[src/hdl/utf8_to_utf32_stream_decoder_defines.svh]
// Assertion macros shared by the UTF-8 decoder RTL files
`ifndef UTF8_TO_UTF32_STREAM_DECODER_DEFINES_SVH
`define UTF8_TO_UTF32_STREAM_DECODER_DEFINES_SVH

`ifndef NO_ASSERTIONS

// Check a property on every clock edge outside reset
`define U8DEC_ASSERT(lbl, prop, msg) \
  lbl: assert property (@(posedge clk) disable iff (!rst_n) (prop)) else $error(msg);

// Check a property on every clock edge, reset included
`define U8DEC_ASSERT_ALWAYS(lbl, prop, msg) \
  lbl: assert property (@(posedge clk) (prop)) else $error(msg);

`else

`define U8DEC_ASSERT(lbl, prop, msg)
`define U8DEC_ASSERT_ALWAYS(lbl, prop, msg)

`endif

`endif

[src/hdl/u8dec_pkg.sv]
// Types and constants of the UTF-8 to UTF-32 stream decoder
`timescale 1ns / 1ps

package u8dec_pkg;

  localparam int unsigned CpWidth = 31;
  localparam int unsigned QDepth  = 4;
  localparam int unsigned QPtrW   = $clog2(QDepth);
  localparam int unsigned QCntW   = $clog2(QDepth + 1);

  // Payload masks of the lead byte classes and of a continuation byte
  localparam logic [7:0] ContMask  = 8'h3F;
  localparam logic [7:0] Lead2Mask = 8'h1F;
  localparam logic [7:0] Lead3Mask = 8'h0F;
  localparam logic [7:0] Lead4Mask = 8'h07;
  localparam logic [7:0] Lead5Mask = 8'h03;
  localparam logic [7:0] Lead6Mask = 8'h01;

  // Continuation bytes still expected after each lead class
  localparam logic [2:0] Need2 = 3'd1;
  localparam logic [2:0] Need3 = 3'd2;
  localparam logic [2:0] Need4 = 3'd3;
  localparam logic [2:0] Need5 = 3'd4;
  localparam logic [2:0] Need6 = 3'd5;

  typedef struct packed {
    logic [7:0] data_byte;
    logic       buffer_end;
  } u8dec_in_t;

  typedef struct packed {
    logic [CpWidth-1:0] code_point;
    logic               is_terminator;
  } u8dec_out_t;

  // Results of one byte handed to the result queue
  typedef struct packed {
    logic [1:0] cnt;
    u8dec_out_t r0;
    u8dec_out_t r1;
  } u8dec_push_t;

endpackage

[src/hdl/u8dec_in_reg.sv]
// Input register stage: holds one accepted byte beat until the decoder takes it
`timescale 1ns / 1ps

module u8dec_in_reg (
  input  logic                clk,
  input  logic                rst_n,
  input  logic                in_valid,
  output logic                in_ready,
  input  u8dec_pkg::u8dec_in_t in_data,
  input  logic                take,
  output logic                hold_valid,
  output u8dec_pkg::u8dec_in_t hold_data
);
  import u8dec_pkg::*;

  logic      hv_r, hv_nxt;
  u8dec_in_t hd_r;

  // Accept a new beat when the register is empty or being drained this cycle
  assign in_ready = !hv_r || take;

  always_comb begin
    hv_nxt = hv_r;
    if (in_valid && in_ready) begin
      hv_nxt = 1'b1;
    end else if (take) begin
      hv_nxt = 1'b0;
    end
  end

  always_ff @(posedge clk) begin
    if (!rst_n) begin
      hv_r <= 1'b0;
    end else begin
      hv_r <= hv_nxt;
    end
  end

  // Capture payload on accept
  always_ff @(posedge clk) begin
    if (in_valid && in_ready) begin
      hd_r <= in_data;
    end
  end

  assign hold_valid = hv_r;
  assign hold_data  = hd_r;

endmodule

[src/hdl/u8dec_core.sv]
// Decoder core: sequence state and per-byte decode into up to two results
`timescale 1ns / 1ps
`include "utf8_to_utf32_stream_decoder_defines.svh"

module u8dec_core (
  input  logic                  clk,
  input  logic                  rst_n,
  input  logic                  fire,
  input  u8dec_pkg::u8dec_in_t  beat,
  output u8dec_pkg::u8dec_push_t push
);
  import u8dec_pkg::*;

  logic [CpWidth-1:0] partial_r, partial_nxt;
  logic [2:0]         need_r, need_nxt;
  logic               nul_r, nul_nxt;
  logic               emit;
  logic [CpWidth-1:0] cp;
  logic [7:0]         b;

  assign b = beat.data_byte;

  // Decode one byte against the current sequence state
  always_comb begin
    partial_nxt = partial_r;
    need_nxt    = need_r;
    nul_nxt     = nul_r;
    emit        = 1'b0;
    cp          = '0;
    if (nul_r) begin
      // drop everything after a zero lead byte
    end else if (need_r != 3'd0) begin
      cp          = {partial_r[CpWidth-7:0], b[5:0] & ContMask[5:0]};
      need_nxt    = need_r - 3'd1;
      partial_nxt = cp;
      if (need_r == 3'd1) begin
        emit        = 1'b1;
        partial_nxt = '0;
      end
    end else begin
      case (b) inside
        8'h00: begin
          nul_nxt = 1'b1;
        end
        [8'h01:8'h7F]: begin
          emit = 1'b1;
          cp   = {{(CpWidth-8){1'b0}}, b};
        end
        [8'h80:8'hBF]: begin
          // skip stray continuation byte
        end
        [8'hC0:8'hDF]: begin
          partial_nxt = {{(CpWidth-8){1'b0}}, b & Lead2Mask};
          need_nxt    = Need2;
        end
        [8'hE0:8'hEF]: begin
          partial_nxt = {{(CpWidth-8){1'b0}}, b & Lead3Mask};
          need_nxt    = Need3;
        end
        [8'hF0:8'hF7]: begin
          partial_nxt = {{(CpWidth-8){1'b0}}, b & Lead4Mask};
          need_nxt    = Need4;
        end
        [8'hF8:8'hFB]: begin
          partial_nxt = {{(CpWidth-8){1'b0}}, b & Lead5Mask};
          need_nxt    = Need5;
        end
        default: begin
          partial_nxt = {{(CpWidth-8){1'b0}}, b & Lead6Mask};
          need_nxt    = Need6;
        end
      endcase
    end
    // Clear all state at the end of a buffer
    if (beat.buffer_end) begin
      partial_nxt = '0;
      need_nxt    = 3'd0;
      nul_nxt     = 1'b0;
    end
  end

  // Pack results: code point first, terminator after it
  always_comb begin
    push.cnt              = {1'b0, emit} + {1'b0, beat.buffer_end};
    push.r0.code_point    = emit ? cp : '0;
    push.r0.is_terminator = !emit;
    push.r1.code_point    = '0;
    push.r1.is_terminator = 1'b1;
  end

  // Advance state only when a beat is taken
  always_ff @(posedge clk) begin
    if (!rst_n) begin
      partial_r <= '0;
      need_r    <= 3'd0;
      nul_r     <= 1'b0;
    end else if (fire) begin
      partial_r <= partial_nxt;
      need_r    <= need_nxt;
      nul_r     <= nul_nxt;
    end
  end

  `U8DEC_ASSERT(a_need_range, need_r <= Need6, "continuation count out of range")
  `U8DEC_ASSERT(a_nul_idle, !nul_r || need_r == 3'd0, "open sequence after zero lead")
  `U8DEC_ASSERT(a_end_clears, fire && beat.buffer_end |=> need_r == 3'd0 && !nul_r && partial_r == '0, "state not cleared at buffer end")

endmodule

[src/hdl/u8dec_fifo.sv]
// Result queue: takes up to two results per cycle, hands out one beat per cycle while out_ready is high
`timescale 1ns / 1ps
`include "utf8_to_utf32_stream_decoder_defines.svh"

module u8dec_fifo (
  input  logic                   clk,
  input  logic                   rst_n,
  input  logic                   push_en,
  input  u8dec_pkg::u8dec_push_t push,
  output logic                   room,
  output logic                   out_valid,
  input  logic                   out_ready,
  output u8dec_pkg::u8dec_out_t  out_data
);
  import u8dec_pkg::*;

  u8dec_out_t       mem [QDepth];
  logic [QPtrW-1:0] wr_ptr_r, wr_ptr_nxt;
  logic [QPtrW-1:0] rd_ptr_r, rd_ptr_nxt;
  logic [QCntW-1:0] count_r, count_nxt;
  logic [1:0]       n_push;
  logic             pop;

  assign n_push    = push_en ? push.cnt : 2'd0;
  assign pop       = out_valid && out_ready;
  assign out_valid = (count_r != '0);
  assign out_data  = mem[rd_ptr_r];
  // Leave space for the two results a single byte can give
  assign room      = (count_r <= QCntW'(QDepth - 2));

  always_comb begin
    wr_ptr_nxt = wr_ptr_r + QPtrW'(n_push);
    rd_ptr_nxt = rd_ptr_r + QPtrW'(pop);
    count_nxt  = count_r + QCntW'(n_push) - QCntW'(pop);
  end

  always_ff @(posedge clk) begin
    if (!rst_n) begin
      wr_ptr_r <= '0;
      rd_ptr_r <= '0;
      count_r  <= '0;
    end else begin
      wr_ptr_r <= wr_ptr_nxt;
      rd_ptr_r <= rd_ptr_nxt;
      count_r  <= count_nxt;
    end
  end

  // Write the first result and, for a pair, the second one behind it
  always_ff @(posedge clk) begin
    if (n_push != 2'd0) begin
      mem[wr_ptr_r] <= push.r0;
    end
    if (n_push == 2'd2) begin
      mem[QPtrW'(wr_ptr_r + 1'b1)] <= push.r1;
    end
  end

  `U8DEC_ASSERT(a_no_overflow, n_push != 2'd0 |-> room, "push into full result queue")
  `U8DEC_ASSERT(a_count_track, 1'b1 |=> count_r == $past(count_r) + QCntW'($past(n_push)) - QCntW'($past(pop)), "result count mismatch")
  `U8DEC_ASSERT(a_count_max, count_r <= QCntW'(QDepth), "result count above depth")

endmodule

[src/hdl/utf8_to_utf32_stream_decoder.sv]
// Top level of the UTF-8 to UTF-32 stream decoder
//
//   channel  ports                      beat
//   input    in_valid/in_ready/in_data  one UTF-8 byte, flag on last byte
//   output   out_valid/out_ready/out_data  one code point or buffer terminator
//
// A byte is registered in the input register and then written into the result
// queue; its result is offered at the output only once it sits in the queue.
// One byte per cycle is sustained while the queue has room; a byte giving two
// results (a code point completed on the last byte) hands them out one after
// the other through the queue's single read port.
// Reset (rst_n low, synchronous) empties both stages and clears the decode state.
// Output stalls back up through the 4-entry queue into in_ready.
`timescale 1ns / 1ps

module utf8_to_utf32_stream_decoder (
  input  logic                  clk,
  input  logic                  rst_n,
  input  logic                  in_valid,
  output logic                  in_ready,
  input  u8dec_pkg::u8dec_in_t  in_data,
  output logic                  out_valid,
  input  logic                  out_ready,
  output u8dec_pkg::u8dec_out_t out_data
);
  import u8dec_pkg::*;

  logic        hold_valid;
  u8dec_in_t   hold_data;
  logic        room;
  logic        fire;
  u8dec_push_t push;

  // Decode the held byte when the queue can take its results
  assign fire = hold_valid && room;

  u8dec_in_reg u_in_reg (
    .clk        (clk),
    .rst_n      (rst_n),
    .in_valid   (in_valid),
    .in_ready   (in_ready),
    .in_data    (in_data),
    .take       (fire),
    .hold_valid (hold_valid),
    .hold_data  (hold_data)
  );

  u8dec_core u_core (
    .clk   (clk),
    .rst_n (rst_n),
    .fire  (fire),
    .beat  (hold_data),
    .push  (push)
  );

  u8dec_fifo u_fifo (
    .clk       (clk),
    .rst_n     (rst_n),
    .push_en   (fire),
    .push      (push),
    .room      (room),
    .out_valid (out_valid),
    .out_ready (out_ready),
    .out_data  (out_data)
  );

endmodule

[config.mk]
export PLATFORM = sky130hd
export DESIGN_NAME = utf8_to_utf32_stream_decoder
export DESIGN_NICKNAME = d
export VERILOG_FILES = /design/src/hdl/u8dec_pkg.sv /design/src/hdl/u8dec_in_reg.sv /design/src/hdl/u8dec_core.sv /design/src/hdl/u8dec_fifo.sv /design/src/hdl/utf8_to_utf32_stream_decoder.sv
export VERILOG_INCLUDE_DIRS = /design/src /design/src/hdl
export SDC_FILE = /design/constraint.sdc
export NUM_CORES = 1
export LEC_CHECK = 0
export ABC_AREA = 1
export BUFFER_PORTS_ARGS = -buffer_cell sky130_fd_sc_hd__buf_2
export CORE_MARGIN = 2
export CORE_UTILIZATION = 40
export DETAILED_ROUTE_END_ITERATION = 7
export PLACE_DENSITY = 0.64
export SLEW_MARGIN = 10
export SYNTH_ARGS = -nofsm -noshare
export SYNTH_HDL_FRONTEND = slang
export SYNTH_HIERARCHICAL = 1
export SYNTH_SLANG_ARGS = --single-unit
[constraint.sdc]
create_clock -name clk -period 3.1 [get_ports clk]
set_input_delay 0.465 -clock clk [delete_from_list [all_inputs] [get_ports clk]]
set_output_delay 0.465 -clock clk [all_outputs]
set_load 0.1 [all_outputs]
# [Yosys cells after proc, flatten, opt, wreduce, memory -nomap -nowiden]
# Memory sizes are Yosys's and may differ from the RTL's. A register that Yosys moved wholly into a read port is not among the register bits.
# Cells that the tools add are included.
[word_totals] ram_bits=128 output_inout_bits=34 inputBits=13 elab_cells=97 regBits=46 memories=1
[mem_list] name="u_fifo.mem" depth=4 word_bits=32 rd=1 rd_clocked_by_memory_dff=1 write_ports=2 line="u8dec_fifo.sv:17" source="u8dec_out_t mem [QDepth];"
[classes] magnitude_cmp=13 add_sub_neg=7 eq_ne=6 reduce_logical=18 muxes=43
[ops] operator="$mux W25" count=9
[ops] operator="$mux W31" count=4
[ops] operator="$ge A8 B8 Y1 const B" count=5
[ops] operator="$le A8 B8 Y1 const B" count=5
[ops] operator="$mux W3" count=10
[ops] operator="$mux W1" count=16
[ops] operator="$logic_and A1 B1 Y1" count=9
[ops] operator="$ne A3 B2 Y1 const B" count=3
[ops] operator="$ge A8 B1 Y1 const B" count=1
[ops] operator="$le A8 B7 Y1 const B" count=1
[ops] operator="$logic_not A8 Y1" count=1
[ops] operator="$mux W8" count=1
[ops] operator="$mux W2" count=3
[ops] operator="$reduce_bool A3 Y1" count=2
[ops] operator="$reduce_and A5 Y1" count=1
[ops] operator="$reduce_bool A2 Y1" count=2
[ops] operator="$add A3 B2 Y3" count=1
[ops] operator="$eq A3 B1 Y1 const B" count=1
[ops] operator="$le A3 B2 Y1 const B" count=1
[ops] operator="$sub A3 B1 Y3" count=1
[ops] operator="$sub A3 B1 Y3 const B" count=1
[ops] operator="$add A1 B1 Y2" count=1
[ops] operator="$add A2 B1 Y2" count=1
[ops] operator="$add A2 B1 Y2 const B" count=1
[ops] operator="other kinds (5)" count=6

# [Depth between registers and ports, before layout]
# Gate-level depths: netlist of run 1.
[logic_depth] ltp_word=12 depth_mapped=21 depth_no_buf=20

# [Modules after synthesis]
# Netlist of run 1, hierarchy kept.
[modules_own_cells] module="u8dec_fifo" area_each_um2=7005.5 cells_each=694 instances=1 seq_area_each_um2=3983.8
[modules_own_cells] module="u8dec_core" area_each_um2=2075.7 cells_each=332 instances=1 seq_area_each_um2=580.6
[modules_own_cells] module="u8dec_in_reg" area_each_um2=321.6 cells_each=16 instances=1 seq_area_each_um2=290.3
[modules_own_cells] module="utf8_to_utf32_stream_decoder" area_each_um2=7.5 cells_each=2 instances=1 seq_area_each_um2=0.0

# [Worst setup path after synthesis of run 1]
# No wires, ideal clock.
[synth_path] path_type="register to register" from="register u_core.need_r[0]" to="memory u_fifo/mem[0][0] in the netlist's numbering, enable pin" slack_ns=-0.089 stages_incl_launch_ff=16 n_path_buf=2 period_less_slack_ns=3.189 arrival_ns=2.800 required_time_ns=2.711 path_cell_list="dfxtp_1 -> inv_1 -> ha_1 -> inv_1 -> nor2_2 -> buf_4 -> inv_4 -> nor2_1 -> nor2_4 -> nand2_2 -> inv_1 -> ha_1 -> nor2_4 -> nand3_2 -> clkbuf_1 -> nand2_1"
[synth_lines] element="start: declaration" line="u8dec_core.sv:15" source="logic [2:0] need_r, need_nxt;"
[synth_lines] element="start signal: assignment" line="u8dec_core.sv:99" source="need_r <= need_nxt;"
[synth_lines] element="end: declaration" line="u8dec_fifo.sv:17"

==> results of run 1 <==
-- worst reg2reg max path, delay by kind of cell, from the launching register on --
family                     cells  cell delay, ps
DFF                            1             330
buffers and inverters          4             240
xor gates and xnor gates       1             160
and+or+nand+nor               10             890
adders and majority gates      4            1080
-- power by group through the flow --
stage / clock [mW] / sequential [mW] / combinational (mW)
after global routing: 2.33 / 2.88 / 3.48
after global placement: 0 / 2.91 / 3.26
after CTS: 2.24 / 2.86 / 3.29
after detailed placement: 0 / 2.91 / 3.28
after floorplan: 0 / 2.88 / 2.65
final: 2.21 / 2.86 / 3.27
-- area by class of cell --
type / count / area (µm²) / area share, %
Clock buffer: 17 / 425.4 / 4.095
Clock inverter: 15 / 187.7 / 1.807
Inverter: 90 / 340.3 / 3.276
Timing Repair Buffer: 69 / 540.5 / 5.203
Sequential cell: 174 / 4856 / 46.74
Tap cell: 319 / 399.1 / 3.842
Multi-Input combinational cell: 712 / 3640 / 35.04
-- flip-flops by register name, summed over array words and instances (netlist names) --
name / count
u_core/need_r: 3
u_core/nul_r: 1
u_core/partial_r: 25
u_fifo/count_r: 3
u_fifo/mem: 128
u_fifo/rd_ptr_r: 2
u_fifo/wr_ptr_r: 2
u_in_reg/hold_data: 9
u_in_reg/hold_valid: 1
-- how the worst min path moves through the flow --
stage                                            startpoint                                 to  depth (start not counted)
after CTS                                        in_data[0]    u_in_reg/hold_data[0]$_DFFE_PP_                          1
after global placement        u_core/need_r[1]$_SDFFE_PN0P_      u_core/need_r[1]$_SDFFE_PN0P_                          2
after floorplan               u_core/need_r[1]$_SDFFE_PN0P_      u_core/need_r[1]$_SDFFE_PN0P_                          2
final                                            in_data[0]    u_in_reg/hold_data[0]$_DFFE_PP_                          1
after detailed placement  u_core/partial_r[24]$_SDFFE_PN0P_  u_core/partial_r[24]$_SDFFE_PN0P_                          2
after global routing                             in_data[0]    u_in_reg/hold_data[0]$_DFFE_PP_                          1
-- cells in the mapped netlist (2+ instances only) --
master    instances  area (µm²)
nand2_1         200       750.7
nor2_1          150       563.0
edfxtp_1        137        4114
o21ai_0          96       480.5
inv_1            85       319.1
o21ai_2          84       735.7
dfxtp_1          37       740.7
buf_4            35       262.8
o21ai_1          35       175.2
o22ai_1          32       200.2
buf_6            26       292.8
nand4_1          25       156.4
clkbuf_1         17       63.81
buf_2            15       75.07
a21oi_1          14       70.07
nand3_1          11       55.05
ha_1              7       87.58
inv_2             4       15.01
nand2_2           4       25.02
a21oi_2           3       26.28
buf_1             3       11.26
nor3_1            3       15.01
xor2_1            3       26.28
clkbuf_2          2       10.01
conb_1            2       7.510
nor2_2            2       12.51
nor2_4            2       22.52
-- routing by layer --
metal | wire (µm) | track usage [%] | part of all wire (%)
met1 | 9479 | 23.24 | 46
met2 | 10370 | 29.30 | 50
met3 | 604 | 2.863 | 2.9
met4 | 325 | 5.887 | 1.6
met5 | 0 | 0 | 0
-- cells by family after synthesis --
logic type | synth area share, %
AOI/OAI and AO/OA | 18.30
xor gates and xnor gates | 0.3724
adders and majority gates | 1.143
buffers and inverters | 11.22
DFF | 51.59
other | 0.07981
and+or+nand+nor | 17.30
-- repair_timing --
action                                  4_1_cts  5_1_grt
resized for setup                             0        2
endpoints found under the setup margin        0        1
setup buffers                                 0        0
-- per-stage QoR --
stage               worst slack, ps  total power, mW
CTS                           239.5            8.390
global placement              341.1            6.168
global route                  7.486            8.688
detailed placement            260.9            6.196
finish                        232.7            8.344
floorplan                     154.1            5.526
==> impl_metrics.tcl, run 1 <==
set metrics [dict create \
    status "complete, no violations" \
    dpl_cell_area_um2 9766 \
    ys_types 37 \
    ys_warn_count 6 \
    fmax_mhz 348.8 \
    synth_edf_count 137 \
    postSynth.asyncResetShare_pct 0 \
    fill_cells 2264 \
    die_x_um 157.4 \
    reg2reg_from "u_core/need_r[0]$_SDFFE_PN0P_" \
    crit_start "u_fifo/rd_ptr_r[0]$_SDFF_PN0_" \
    worstSetupEndpoint "out_data[1]" \
    antenna_found_initial 0 \
    wl_per_cell_um 14.88 \
    num_rows 56 \
    reg2regPathDepth 19 \
    rsz0062_at_grt "false" \
    critPathCaptureType "primary output" \
    path_cells "buf_4, o21ai_0, o22ai_1, buf_2" \
    avgViaCountPerCell 4.961 \
    ys_seq_area_share_pct 51.59 \
    ys_ff_latch 174 \
    clock_sinks 174 \
    fin_crit_sh_pct 92.49 \
    critical-path-max-stage-delay_ps 530 \
    gp_congestion 0.8034 \
    clk_latency_ps 430 \
    critPathKind "flop to primary output" \
    grt_pass1_wl_um 33720 \
    r2r-end "u_fifo/count_r[2]$_SDFF_PN0_" \
    antenna_cells 0 \
    dr.first_iter.drc_count 438 \
    path_max_fanout 66 \
    worstPathRequired_ps 2630 \
    dp.cells 1364 \
    die_h_um 157.4 \
    final_common_cell "nand2_1" \
    core_um2 23260 \
    portBuffers 46 \
    finalCriticalPeriod_ps 2867 \
    drt-total-wl_um 20780 \
    start_util_pct 40.45 \
    grt_max_degree 67 \
    critPathLaunchType "flop" \
    final_area_um2 10390 \
    slew_headroom_pct 19.15 \
    worstPathArrival_ps 2400 \
    worstMarginPinSlew_ps 1213 \
    grt.total_usage_pct 17.56 \
    finalHoldViolations 0 \
    postSynthCellCount 1044 \
    cp.depth 4 \
    powerDensity_nw_per_um2 803.2 \
    numCtsBuffers 17 \
    fin_nets 1085 \
    p_sw_mw 3.642 \
    num_vias 6925 \
    p_seq_share_pct 34.3 \
    holdWs_ps 203.4 \
    cts_tree "done" \
    crit_buf_inv 2 \
    post-dp-hpwl_um 12850 \
    final_core_util_pct 44.66 \
    pin_count 47 \
    hold_class "input pin to flop" \
    drive_gt1_share_pct 20.06 \
    dieArea_um2 24770 \
    cts_buffer_depth 2 \
    ctsHoldBuffers 0 \
    p_comb_share_pct 39.2 \
    critPathSlowestCell "buf_4" \
    max_cap_viol_count 0 \
    p_leak_nw 3.863 \
    htreeDepth 4 \
    p_sw_share_pct 43.65 \
    drv_slew 0 \
    layout_common_cells "nand2_1, nor2_1, edfxtp_1" \
    synthFlopType "edfxtp_1" \
    finClkSkew_ps 6.197 \
    p_int_mw 4.702 \
    layout.cells.non_filler 1396 \
    avgSynthCellArea_um2 9.014 \
    first_pass_iters 5 \
    grt_pass1_vias 6433 \
    setup_tns_ps 0 \
    syn_to_final_growth_pct 10.40 \
    clk_pin_slew_worst_paths_ps 70 \
    antenna_left 0 \
    crit_family "buffers and inverters" \
    drc_errors 0 \
    ir_drop_uv 523.4 \
    synth_area_um2 9410 \
    overflow 0 \
    clkPwrFrac_pct 26.5 \
    setup_viol 0 \
    root_buffer "clkbuf_16" \
    ff2ff_setup_slack_ps 290 \
]
Note: power is estimated with default switching activity, not from simulation.
==> run 2, diff against run 1 <==
- PLACE_DENSITY: 0.64 -> 0.62
- clock period: 3.1 -> 3.35 ns (I/O delays scaled with it)
==> run 2 against run 1 <==
  * Cell count barely moved
  * Design area fell by 1.1%
  * Non-clock buffer count fell by 1
==> impl_metrics.tcl, run 2 (same netlist as run 1, synthesis figures left out) <==
set metrics [dict create \
    status "complete, no violations" \
    grt_pass1_wl_um 33390 \
    crit_path_frequent_cell "nand2_1" \
    max_cap_viol_count 0 \
    finalHoldViolations 0 \
    min_from "in_data[0]" \
    final_core_util_pct 44.17 \
    critPathCaptureType "flop" \
    antenna_cells 0 \
    hold_path_end "u_in_reg/hold_data[0]$_DFFE_PP_" \
    gp_congestion 0.8406 \
    power_mw 7.565 \
    dieArea_um2 24770 \
    num_rows 56 \
    worstPathArrival_ps 3420 \
    fmax_mhz 324.5 \
    rsz0062_at_grt "false" \
    drt-total-wl_um 20700 \
    core_um2 23260 \
    holdWs_ps 238.8 \
    antenna_found_initial 0 \
    die_h_um 157.4 \
    setup_viol 0 \
    cts_tree "done" \
    clk_latency_ps 440 \
    pin_count 47 \
    syn_to_final_growth_pct 9.188 \
    ctsHoldBuffers 0 \
    largest_register "u_fifo/mem" \
    finalCriticalPeriod_ps 3081 \
    p_leak_nw 3.836 \
    antenna_left 0 \
    largest_reg_flops 128 \
    die_x_um 157.4 \
    final_common_cell "nand2_1" \
    ir_drop_uv 412.3 \
    regArea_um2 4857 \
    start_util_pct 40.45 \
    cts_buffer_depth 2 \
    dpl_cell_area_um2 9674 \
    multi_input_area_um2 3620 \
    fill_cells 2287 \
    layout_common_cells "nand2_1, nor2_1, edfxtp_1" \
    crit_buf_inv 5 \
    reg2regPathDepth 20 \
    fin_nets 1084 \
    grt_max_degree 67 \
    layout.cells.non_filler 1395 \
    numCtsBuffers 17 \
    clk_pin_slew_worst_paths_ps 70 \
    timing.final.ws_setup_ps 268.6 \
    path_max_fanout 25 \
    cp.depth 20 \
    crit_family "simple AND/OR/NAND/NOR gates" \
    avgViaCountPerCell 4.925 \
    portBuffers 46 \
    finClkSkew_ps 8.602 \
    reg2reg_from "u_core/need_r[0]$_SDFFE_PN0P_" \
    dr.first_iter.drc_count 551 \
    drive_gt1_share_pct 19.42 \
    grt.total_usage_pct 17.58 \
    place_ws_ps 222.8 \
    dp.cells 1363 \
    drc_errors 0 \
    critical-path-max-stage-delay_ps 490 \
    ff2ff_setup_slack_ps 270 \
    setup_tns_ps 0 \
    grt_pass1_vias 6425 \
    overflow 0 \
    hold_class "input pin to flop" \
    num_vias 6871 \
    first_pass_iters 5 \
    critPathKind "flop to flop" \
    wl_per_cell_um 14.84 \
    r2r-end "u_fifo/count_r[2]$_SDFF_PN0_" \
    powerDensity_nw_per_um2 736.3 \
    clock_sinks 174 \
    final_area_um2 10270 \
    htreeDepth 4 \
    slew_headroom_pct 43.22 \
    post-dp-hpwl_um 12860 \
    worstPathRequired_ps 3690 \
    root_buffer "clkbuf_16" \
    fin_crit_sh_pct 91.98 \
    holdPathStages 1 \
    post-cts-setup-buffers 0 \
    critPathSlowestCell "nor2_4" \
    path_cells "inv_1, ha_1, inv_1, nor2_2, inv_4, nor2_1, nor2_4, nand2_2, inv_1, ha_1, nand2_1, inv_1, nand2_1, nand2_1, ha_1, fa_1, xor2_1, nand2_1, nand2_1, nor2_1" \
    worstMarginPinSlew_ps 851.7 \
    critPathLaunchType "flop" \
    drv_slew 0 \
]
## run 2: worst max-delay path by stage
stage	start	to	slack, ps
floorplan	u_core/need_r[0]$_SDFFE_PN0P_	u_fifo/mem[0][0]$_DFFE_PP_	160
global route	u_in_reg/hold_data[3]$_DFFE_PP_	u_fifo/count_r[2]$_SDFF_PN0_	20
global placement	u_core/need_r[0]$_SDFFE_PN0P_	u_fifo/count_r[2]$_SDFF_PN0_	240
CTS	u_core/need_r[0]$_SDFFE_PN0P_	u_fifo/count_r[2]$_SDFF_PN0_	180
detailed placement	u_core/need_r[0]$_SDFFE_PN0P_	u_fifo/count_r[2]$_SDFF_PN0_	220
finish	u_core/need_r[0]$_SDFFE_PN0P_	u_fifo/count_r[2]$_SDFF_PN0_	270
## run 2: report_power, final
group | switching (mW) | internal (mW) | total, mW | leakage [nW]
sequential | 0.108 | 2.55 | 2.66 | 1.53
clock | 0.892 | 1.12 | 2.01 | 0.288
combinational | 2.37 | 0.516 | 2.89 | 2.02
total | 3.37 | 4.19 | 7.56 | 3.84
## run 2: repair_timing
action,CTS,global route
endpoints found under the hold margin,0,0
setup endpoints to repair,0,1
gates resized for setup,0,1
## run 2: area by class of cell
| cell class | count | area share (%) |
|---|---|---|
| Clock buffer | 17 | 4.140 |
| Sequential cell | 174 | 47.27 |
| Timing Repair Buffer | 68 | 4.493 |
| Tap cell | 319 | 3.885 |
| Clock inverter | 15 | 1.668 |
| Inverter | 90 | 3.312 |
| Multi-Input combinational cell | 712 | 35.23 |
## run 2: per-layer routing
metal | global-route usage, % | vias up | share of wire, %
met3 | 3.194 | 19 | 4.0
li1 | - | 3497 | -
met4 | 5.455 | 0 | 1.6
met1 | 23.01 | 3207 | 45
met5 | 0 | - | 0
met2 | 29.63 | 148 | 49
